File: src/hdl/msr_pkg.sv
// Shared types, widths and conversion functions for the motor speed ramp.
`default_nettype none
package msr_pkg;

  localparam int PCT_W  = 7;
  localparam int DUTY_W = 8;
  localparam int RT_W   = 16;

  localparam logic [PCT_W-1:0] PCT_FULL = 7'd100;

  // Top-level sequencer states.
  typedef enum logic [2:0] {
    S_IDLE = 3'b001,
    S_WAIT = 3'b010,
    S_FIN  = 3'b100
  } msr_state_t;

  // Multiply/divide unit phases.
  typedef enum logic [2:0] {
    U_IDLE = 3'b001,
    U_MUL  = 3'b010,
    U_DIV  = 3'b100
  } msr_phase_t;

  // Target duty = min(pct,100)*255/100, truncated. The divide by 100 is a
  // multiply by 5243/2^19, which is exact for every product that can occur.
  function automatic logic [DUTY_W-1:0] pct_to_duty(input logic [PCT_W-1:0] pct);
    logic [PCT_W-1:0] p;
    logic [14:0]      x;
    logic [27:0]      y;
    p = (pct > PCT_FULL) ? PCT_FULL : pct;
    x = {p, 8'd0} - 15'(p);
    y = 28'(x) * 28'd5243;
    return y[26:19];
  endfunction

  // Percent = (duty*100 + 127)/255, with x/255 = (x + (x>>8) + 1) >> 8.
  function automatic logic [PCT_W-1:0] duty_to_pct(input logic [DUTY_W-1:0] duty);
    logic [14:0] x;
    logic [15:0] s;
    x = 15'(duty) * 15'd100 + 15'd127;
    s = 16'(x) + 16'(x[14:8]) + 16'd1;
    return s[14:8];
  endfunction

endpackage
`default_nettype wire

File: src/hdl/msr_muldiv.sv
// Bit-serial multiply of elapsed time by the duty span, then restoring
// divide by the ramp length, one bit per cycle.
`default_nettype none
module msr_muldiv #(
  parameter int TIME_BITS = 16
) (
  input  wire logic                             clk,
  input  wire logic                             rst,
  input  wire logic                             start,
  input  wire logic [TIME_BITS-1:0]             elapsed,
  input  wire logic [msr_pkg::DUTY_W-1:0]       span,
  input  wire logic [TIME_BITS-1:0]             length,
  output logic                                  done,
  output logic [msr_pkg::DUTY_W-1:0]            quo
);
  import msr_pkg::*;

  localparam int ACC_W = TIME_BITS + DUTY_W;

  msr_phase_t            phase;
  logic [2:0]            cnt;
  logic [DUTY_W-1:0]     mplier;
  logic [ACC_W-1:0]      acc;
  logic [TIME_BITS:0]    top;
  logic [TIME_BITS:0]    trial;
  logic [TIME_BITS-1:0]  hi_next;

  // One restoring step: the high part of acc is the partial remainder and
  // always stays below the length, since the quotient fits in eight bits.
  always_comb begin
    top   = {acc[ACC_W-1:DUTY_W], acc[DUTY_W-1]};
    trial = top - {1'b0, length};
    hi_next = trial[TIME_BITS] ? top[TIME_BITS-1:0] : trial[TIME_BITS-1:0];
  end

  always_ff @(posedge clk) begin
    if (rst) begin
      phase <= U_IDLE;
      cnt   <= '0;
      done  <= 1'b0;
    end else begin
      done <= (phase == U_DIV) && (cnt == 3'd7);
      unique case (phase)
        U_IDLE: begin
          if (start) begin
            phase <= U_MUL;
            cnt   <= '0;
          end
        end
        U_MUL: begin
          cnt <= cnt + 3'd1;
          if (cnt == 3'd7) begin
            phase <= U_DIV;
          end
        end
        U_DIV: begin
          cnt <= cnt + 3'd1;
          if (cnt == 3'd7) begin
            phase <= U_IDLE;
          end
        end
        default: phase <= U_IDLE;
      endcase
    end
  end

  always_ff @(posedge clk) begin
    unique case (phase)
      U_IDLE: begin
        if (start) begin
          acc    <= '0;
          mplier <= span;
        end
      end
      U_MUL: begin
        acc    <= {acc[ACC_W-2:0], 1'b0} + (mplier[DUTY_W-1] ? ACC_W'(elapsed) : '0);
        mplier <= {mplier[DUTY_W-2:0], 1'b0};
      end
      U_DIV: begin
        acc <= {hi_next, acc[DUTY_W-2:0], ~trial[TIME_BITS]};
      end
      default: ;
    endcase
  end

  assign quo = acc[DUTY_W-1:0];

endmodule
`default_nettype wire

File: src/hdl/motor_speed_ramp_hbridge.sv
// Top level of the H-bridge speed ramp driver.
// Usage: items enter on the s_axis channel. s_axis_tuser selects the kind
// of item: 0 is a one-millisecond tick, 1 sets a new target speed and ramp
// time. Each item gives exactly one result item on m_axis: PWM duty, bridge
// input levels, duty in percent and a ramp busy flag.
// Sequence: a set item, a tick that does not move the duty, or a tick on a
// ramp of zero length goes from acceptance through S_FIN to the output
// register. A tick that moves a ramp of nonzero length first runs a
// bit-serial multiply of elapsed time by the duty span, then a restoring
// divide by the ramp length, one quotient bit per cycle. One item is worked
// on at a time: s_axis_tready stays low until its result is registered.
// The result sits in an output register; a new item is accepted while it
// waits, but the next result is held back until the receiver takes the
// previous one, so a stall on m_axis eventually stalls s_axis.
// Reset (rst, synchronous) clears the duty, disarms the ramp, sets the
// ramp length to 1000 ms (all ones if TIME_BITS is too narrow) and drops
// m_axis_tvalid.
`default_nettype none
module motor_speed_ramp_hbridge #(
  parameter int TIME_BITS = 16
) (
  input  wire logic        clk,
  input  wire logic        rst,
  input  wire logic        s_axis_tvalid,
  output logic             s_axis_tready,
  // tdata: speed_percent[6:0], ramp_time_ms[22:7], motor_enable[23],
  // dir_reverse[24], zero fill [31:25]
  input  wire logic [31:0] s_axis_tdata,
  // tuser: req_type[0]
  input  wire logic        s_axis_tuser,
  output logic             m_axis_tvalid,
  input  wire logic        m_axis_tready,
  // tdata: pwm_duty[7:0], bridge_in1[8], bridge_in2[9], duty_percent[16:10],
  // ramp_busy[17], zero fill [23:18]
  output logic [23:0]      m_axis_tdata
);
  import msr_pkg::*;

  localparam logic [TIME_BITS-1:0] TIME_MAX = {TIME_BITS{1'b1}};
  localparam logic [TIME_BITS-1:0] LEN_RESET =
    (TIME_BITS >= 10) ? TIME_BITS'(1000) : {TIME_BITS{1'b1}};

  msr_state_t            state;
  logic [DUTY_W-1:0]     duty_now;
  logic [DUTY_W-1:0]     ramp_start_duty;
  logic [DUTY_W-1:0]     ramp_goal_duty;
  logic [TIME_BITS-1:0]  ramp_length;
  logic [TIME_BITS-1:0]  ramp_elapsed;
  logic                  ramp_armed;
  logic                  ramp_rising;
  logic                  held_in1;
  logic                  held_in2;
  logic                  item_en;

  logic [PCT_W-1:0]      in_pct;
  logic [RT_W-1:0]       in_time;
  logic                  in_en;
  logic                  in_rev;
  logic                  accept;
  logic                  pending;
  logic [TIME_BITS-1:0]  time_sat;
  logic [TIME_BITS-1:0]  elapsed_next;
  logic [DUTY_W-1:0]     new_goal;
  logic [DUTY_W-1:0]     span;
  logic                  unit_start;
  logic                  unit_done;
  logic [DUTY_W-1:0]     unit_quo;
  logic                  out_free;

  assign in_pct  = s_axis_tdata[6:0];
  assign in_time = s_axis_tdata[22:7];
  assign in_en   = s_axis_tdata[23];
  assign in_rev  = s_axis_tdata[24];

  assign s_axis_tready = (state == S_IDLE);
  assign accept        = s_axis_tvalid && s_axis_tready;
  assign out_free      = !m_axis_tvalid || m_axis_tready;

  always_comb begin
    if (!ramp_armed) begin
      pending = 1'b0;
    end else if (ramp_rising) begin
      pending = duty_now < ramp_goal_duty;
    end else begin
      pending = ramp_goal_duty < duty_now;
    end
  end

  always_comb begin
    if (32'(in_time) > 32'(TIME_MAX)) begin
      time_sat = TIME_MAX;
    end else begin
      time_sat = TIME_BITS'(in_time);
    end
    elapsed_next = (ramp_elapsed < ramp_length) ? ramp_elapsed + TIME_BITS'(1)
                                                : ramp_length;
    new_goal     = pct_to_duty(in_pct);
    span         = ramp_rising ? ramp_goal_duty - ramp_start_duty
                               : ramp_start_duty - ramp_goal_duty;
  end

  // The tick's elapsed update is written on acceptance, so the unit sees it
  // on the following cycle.
  assign unit_start = accept && !s_axis_tuser && in_en && pending && (ramp_length != '0);

  msr_muldiv #(
    .TIME_BITS(TIME_BITS)
  ) u_muldiv (
    .clk     (clk),
    .rst     (rst),
    .start   (unit_start),
    .elapsed (ramp_elapsed),
    .span    (span),
    .length  (ramp_length),
    .done    (unit_done),
    .quo     (unit_quo)
  );

  always_ff @(posedge clk) begin
    if (rst) begin
      state           <= S_IDLE;
      duty_now        <= '0;
      ramp_start_duty <= '0;
      ramp_goal_duty  <= '0;
      ramp_length     <= LEN_RESET;
      ramp_elapsed    <= '0;
      ramp_armed      <= 1'b0;
      ramp_rising     <= 1'b0;
      held_in1        <= 1'b0;
      held_in2        <= 1'b0;
      item_en         <= 1'b0;
      m_axis_tvalid   <= 1'b0;
    end else begin
      if (m_axis_tvalid && m_axis_tready && state != S_FIN) begin
        m_axis_tvalid <= 1'b0;
      end
      unique case (state)
        S_IDLE: begin
          if (accept) begin
            item_en <= in_en;
            if (in_en) begin
              held_in1 <= !in_rev;
              held_in2 <= in_rev;
            end
            if (s_axis_tuser) begin
              state           <= S_FIN;
              ramp_length     <= time_sat;
              ramp_start_duty <= duty_now;
              ramp_goal_duty  <= new_goal;
              if (new_goal != duty_now) begin
                ramp_elapsed <= '0;
                ramp_armed   <= 1'b1;
                ramp_rising  <= duty_now < new_goal;
              end
            end else begin
              ramp_elapsed <= elapsed_next;
              if (in_en && pending && ramp_length == '0) begin
                duty_now <= ramp_goal_duty;
              end
              if (unit_start) begin
                state <= S_WAIT;
              end else begin
                state <= S_FIN;
              end
            end
          end
        end
        S_WAIT: begin
          if (unit_done) begin
            duty_now <= ramp_rising ? ramp_start_duty + unit_quo
                                    : ramp_start_duty - unit_quo;
            state    <= S_FIN;
          end
        end
        S_FIN: begin
          if (out_free) begin
            m_axis_tvalid <= 1'b1;
            state         <= S_IDLE;
          end
        end
        default: state <= S_IDLE;
      endcase
    end
  end

  always_ff @(posedge clk) begin
    if (state == S_FIN && out_free) begin
      m_axis_tdata <= {6'd0, pending, duty_to_pct(duty_now), held_in2, held_in1,
                       item_en ? duty_now : 8'd0};
    end
  end

endmodule
`default_nettype wire

File: config.mk
export PLATFORM = sky130hd
export DESIGN_NAME = motor_speed_ramp_hbridge
export DESIGN_NICKNAME = d
export VERILOG_FILES = /design/src/hdl/msr_pkg.sv /design/src/hdl/msr_muldiv.sv /design/src/hdl/motor_speed_ramp_hbridge.sv
export SDC_FILE = /design/constraint.sdc
export NUM_CORES = 1
export LEC_CHECK = 0
export BUFFER_PORTS_ARGS = -buffer_cell sky130_fd_sc_hd__buf_2
export CAP_MARGIN = 10
export CORE_ASPECT_RATIO = 1.2
export CORE_MARGIN = 2
export CORE_UTILIZATION = 61
export CTS_CLUSTER_SIZE = 16
export DETAILED_ROUTE_END_ITERATION = 10
export PLACE_DENSITY_LB_ADDON = 0.3
export SYNTH_ARGS = -nofsm -noshare
export SYNTH_HDL_FRONTEND = slang
export SYNTH_HIERARCHICAL = 1
export SYNTH_SLANG_ARGS = --single-unit
File: constraint.sdc
create_clock -name clk -period 26.4 [get_ports clk]
set_input_delay 5.28 -clock clk [delete_from_list [all_inputs] [get_ports clk]]
set_output_delay 5.28 -clock clk [all_outputs]
set_load 0.005 [all_outputs]
* Yosys cells after proc, flatten, opt, wreduce, memory -nomap -nowiden
Cells that the tools add are included.
Storage, ports and cells: flip-flop bits (word level) 122, logic and storage cells 124, output and inout port bits 26, input port bits 37
Operators by class: reductions and logical operators 33, multipliers 2, add/subtract/negate cells 12, bitwise gates (word level) 1, multiplexer cells 34, $lt $le $gt $ge 5, equal/unequal tests 18
Operator list (count):
- two-way mux 16 bit | 5
- case mux 24 bit (3 select lines) | 1
- two-way mux 8 bit | 7
- case mux 8 bit (2 select lines) | 2
- multiplier 15 x 13 -> 27 bit (second input constant) | 1
- two-way mux 3 bit | 9
- adder 24 bit | 1
- less-than comparator 8 bit | 3
- two-way mux 24 bit | 1
- subtractor 8 bit | 3
- case mux 3 bit (3 select lines) | 2
- subtractor 17 x 16 -> 17 bit | 1
- adder 16 x 1 -> 16 bit (second input constant) | 1
- zero test 16 bit | 1
- less-than comparator 16 bit | 1
- nonzero test 16 bit | 1
- adder 15 x 1 -> 15 bit (second input constant) | 1
- adder 15 x 7 -> 15 bit | 1
- adder 15 x 7 -> 15 bit (second input constant) | 1
- AND reduction 3 bit | 5
- subtractor 15 x 7 -> 15 bit | 1
- multiplier 8 x 5 -> 13 bit (second input constant) | 1
- inequality test 2 x 1 -> 1 bit (second input constant) | 6
- logical AND 1 bit | 11
- 21 further kinds | 38

* Longest topological paths before layout
depth after elaboration 10, mapped depth 35, mapped depth without buffers 33

* Modules after synthesis
The synthesis kept the hierarchy.
Modules (own cells, without submodules):
- motor_speed_ramp_hbridge | area each 10263.6 µm², sequential area each 1841.8 µm², instances 1, cells an instance 1188
- msr_muldiv | area each 3606.0 µm², sequential area each 1101.1 µm², instances 1, cells an instance 415

* Worst setup path after synthesis
Ideal clock, no wire load.
path type input to register, from input s_axis_tdata[5], to register ramp_elapsed[11], arrival time 12.564 ns, slack 13.762 ns, data required time 26.325 ns, path buffers 2, stages on the path 32, library setup time 0.075 ns, cells stage by stage clkbuf_1 > nand2_1 > o21ai_0 > ha_1 > nand3b_1 > a21oi_1 > inv_1 > fa_1 > inv_1 > ha_1 > fa_1 > inv_1 > fa_1 > fa_1 > inv_1 > ha_1 > nand4_1 > nor2_1 > a211oi_1 > o21ai_1 > nor3_1 > a211oi_1 > or3_1 > and2_1 > ha_1 > nand4_1 > nor2_1 > a21oi_1 > nor2_1 > buf_2 > a31oi_1 > o22ai_1
Between the ends: cells in the longest elaborated chain, start to end 7
RTL lines:
- from (decl) | RTL line motor_speed_ramp_hbridge.sv:28 | input wire logic [31:0] s_axis_tdata,
- > comparator 7 bit | RTL line msr_pkg.sv:31 | p = (pct > PCT_FULL) ? PCT_FULL : pct;
- two-way mux 7 bit (*) | RTL line msr_pkg.sv:31
- subtractor 15 x 7 -> 15 bit (*) | RTL line msr_pkg.sv:32 | x = {p, 8'd0} - 15'(p);
- multiplier 15 x 13 -> 27 bit (*) | RTL line msr_pkg.sv:33 | y = 28'(x) * 28'd5243;
- inequality test 8 bit (*) | RTL line motor_speed_ramp_hbridge.sv:150 | if (new_goal != duty_now) begin
- inequality test 2 x 1 -> 1 bit (no line) (*)
- AND reduction 3 bit (no line) (*)
- to (signal assigned) | RTL line motor_speed_ramp_hbridge.sv:156 | ramp_elapsed <= elapsed_next;
- to (decl) | RTL line motor_speed_ramp_hbridge.sv:48 | logic [TIME_BITS-1:0] ramp_elapsed;
Mark *: on every way between the ends. The rest lies on a longest branch, timed or not. A chain may end at the register's enable or synchronous reset.

* Worst setup path in the final report
from input s_axis_tdata[5], to register ramp_elapsed[9]
Same word-level chain as after synthesis.

==> reports/results.txt <==
Wire per inst = 17.0 um
Met3 usage = 3.84%
Area growth syn-to-layout = 6.88%
Mapped Cells = 1,603
Setup TNS = 0 ns
Busiest layer in global routing = met2
Cell Area, Placed = 14,200 um2
Via count = 11.3k
# port buffers = 49
Initial antenna violation count = 1
RSZ-0062 raised after global routing = false
Filler instances = 1,877
Main synth FF type = dfxtp_1
Crit path max-delay cell type = nor2_1
Worst relative slew slack = 23.4%
Post-cts resize count = 0
Worst Hold Slack = 0.436 ns
Critical path buffers and inverters = 5
Arrival time worst endpoint = 14.07 ns
GR Util met1 = 34.5%
First-pass DRT Iterations = 5
I/O pins = 63
Syn_area_per_cell = 8.65 um2
Die height = 169 um
Multi-input logic area = 9660 um2
Post-Syn Area = 13,900 um2
Met2 Use GR = 50.8%
CTS tree = built
Floorplan die width = 142 um
Vias/cell = 5.86
Final Instance Area = 14,800 um2
Worst slew pin tran = 1.14 ns
Commonest non-fill, non-tap cell in the layout = inv_1
Post-route DRC = 0
Ys async rst share = 0%
Slew Limit Fails = 0
Reg area = 2940 um2
Total CTS buffers = 17
Max Cap Viol = 0
Share of layout cells above drive strength 1 = 7.20%
Largest net degree at the start of global routing = 60
Post-synth EDFFs = 50
Yosys reg bits = 122
Post-Route WL = 32,700 um
Core Rows = 60
Die area = 24,000 um2
CP Class = input port to flip-flop
Register clock-pin slew on the reported worst setup and hold paths = 0.06 ns
# hold bufs at CTS = 0
First-pass GRT wire length = 54,200 um
DPL Wire Length = 25,500 um
# nets final = 1,961
H-tree level count = 4
Worst min path class = flip-flop to flip-flop
Worst vdd ir = 0.0662 mV
CP endpoint kind = flip-flop
Power Density = 79.8 nW/um2
CP startpoint kind = input port
Max frequency = 72.9 MHz
Clock tree sinks = 122
CP peak stage delay = 0.86 ns
Final hold violation count = 0
Crit path max-delay family = adder cells
Initial core utilization = 62.0%
Most frequent cells in the layout = 256 x inv_1, 223 x ha_1, 125 x nand2_1
GPL Wtd Cong = 0.913
Sequential-to-total area share from yosys stat = 21.2%
GRT Total Usage = 28.0%
CP Max Fanout = 16
Fin crit share = 52.0%
P_leak = 0.00712 uW
Setup violations, final = 0
Status = finished, final reports clean
Synth warn = 6
Longest Clk Path Bufs = 2
Clock root cell = clkbuf_16
Core area = 22,400 um2
Min Clock Period, post-route = 13.72 ns
Synth unique cells = 87
Worst Clk Skew = 0.0130 ns
Post-layout util = 66.3%
Vias in the first global route = 11.3k
Starting DRT DRC Count = 614
Total gr overflow = 0
Antenna Nets Post-Route = 0
Clk Latency, worst-skew pair = 0.44 ns
Post-CTS setup buffers = 0
Worst path required time = 26.75 ns
==> routing by layer <==
metal	vias up	routed length (um)	part of all wire, %
li1	5562	-	-
met3	60	1260	3.9
met4	0	801	2.5
met5	-	0	0
met1	5405	13800	42
met2	229	16800	51
==> cell families (layout without fill, tap and decap cells) <==
logic type | Yosys count | in the layout | synth area share [%]
compound gates | 348 | 348 | 16.4
xor+xnor | 82 | 82 | 5.23
fa+ha+maj | 297 | 297 | 30.8
buf+inv | 313 | 345 | 9.28
flops | 122 | 122 | 21.2
mux | 34 | 34 | 2.51
other cells | 1 | 7 | 0.0270
simple gates | 406 | 406 | 14.6
==> cell type report <==
cell class,instances,share of cell area (%)
diodes,1,0.0169
clock inverters,15,1.21
well taps,279,2.35
clock buffers,17,2.87
flip-flops and latches,122,19.9
multi-input cells,1173,65.2
inverters,257,6.52
repair buffers,56,2.01
==> registers in the layout (all words and copies together) (netlist names), 3 cells and up <==
| register | cells |
|---|---|
| u_muldiv/mplier | 8 |
| ramp_goal_duty | 8 |
| m_axis_tdata | 18 |
| ramp_elapsed | 16 |
| ramp_start_duty | 8 |
| ramp_length | 16 |
| u_muldiv/phase | 3 |
| u_muldiv/cnt | 3 |
| u_muldiv/acc | 24 |
| state | 3 |
| duty_now | 8 |
==> stage by stage <==
| stage | std cells | setup WS, ns | power, uW |
|---|---|---|---|
| final | 1920 | 12.68 | 1180 |
| after global routing | 1919 | 11.96 | 1300 |
| after CTS | 1919 | 12.73 | 1190 |
| after detailed placement | 1887 | 12.27 | 946 |
| after global placement | 1887 | 12.42 | 913 |
| after floorplan | 1608 | 13.76 | 776 |
==> worst reg2reg max path, delay by kind of cell, from the launching register on <==
family,cells,cell delay [ns]
AND/OR/NAND/NOR,9,1.19
flip-flops,1,0.59
XOR/XNOR,2,0.37
adder cells (fa/ha/maj),5,1.67
AO/OA/AOI/OAI,3,0.93
buffers and inverters,2,0.23
==> power breakdown <==
part	switching (uW)	internal (uW)	leakage, uW	total (uW)
sequential	10.4	204	0.00105	214
clock	103	135	0.000294	238
combinational	418	313	0.00578	730
==> path summary, 6_finish.rpt <==
kind / to / slack [ns] / depth (start not counted) / start
max: ramp_elapsed[9] / 12.68 / 31 / s_axis_tdata[5]
min: m_axis_tdata[9] / 0.44 / 0 / held_in2
max reg2reg: m_axis_tdata[16] / 21.16 / 21 / duty_now[2]
min reg2reg: m_axis_tdata[9] / 0.44 / 0 / held_in2
==> cells in the mapped netlist, types with 14 or more instances <==
master | number | area, um2
a21o_1 | 30 | 225
a21oi_1 | 96 | 480
a31oi_1 | 24 | 150
and2_1 | 36 | 225
buf_4 | 17 | 128
clkbuf_1 | 26 | 97.6
dfxtp_1 | 72 | 1440
edfxtp_1 | 50 | 1500
fa_1 | 74 | 1480
ha_1 | 223 | 2790
inv_1 | 256 | 961
mux2i_1 | 28 | 280
nand2_1 | 125 | 469
nand2b_1 | 15 | 93.8
nand3_1 | 27 | 135
nand4_1 | 18 | 113
nor2_1 | 92 | 345
nor2b_1 | 14 | 87.6
nor3_1 | 19 | 95.1
o21a_1 | 23 | 173
o21ai_0 | 47 | 235
o21ai_1 | 15 | 75.1
o22ai_1 | 22 | 138
xnor2_1 | 46 | 403
xor2_1 | 35 | 307
No activity file was read; power rests on OpenSTA's default activity.
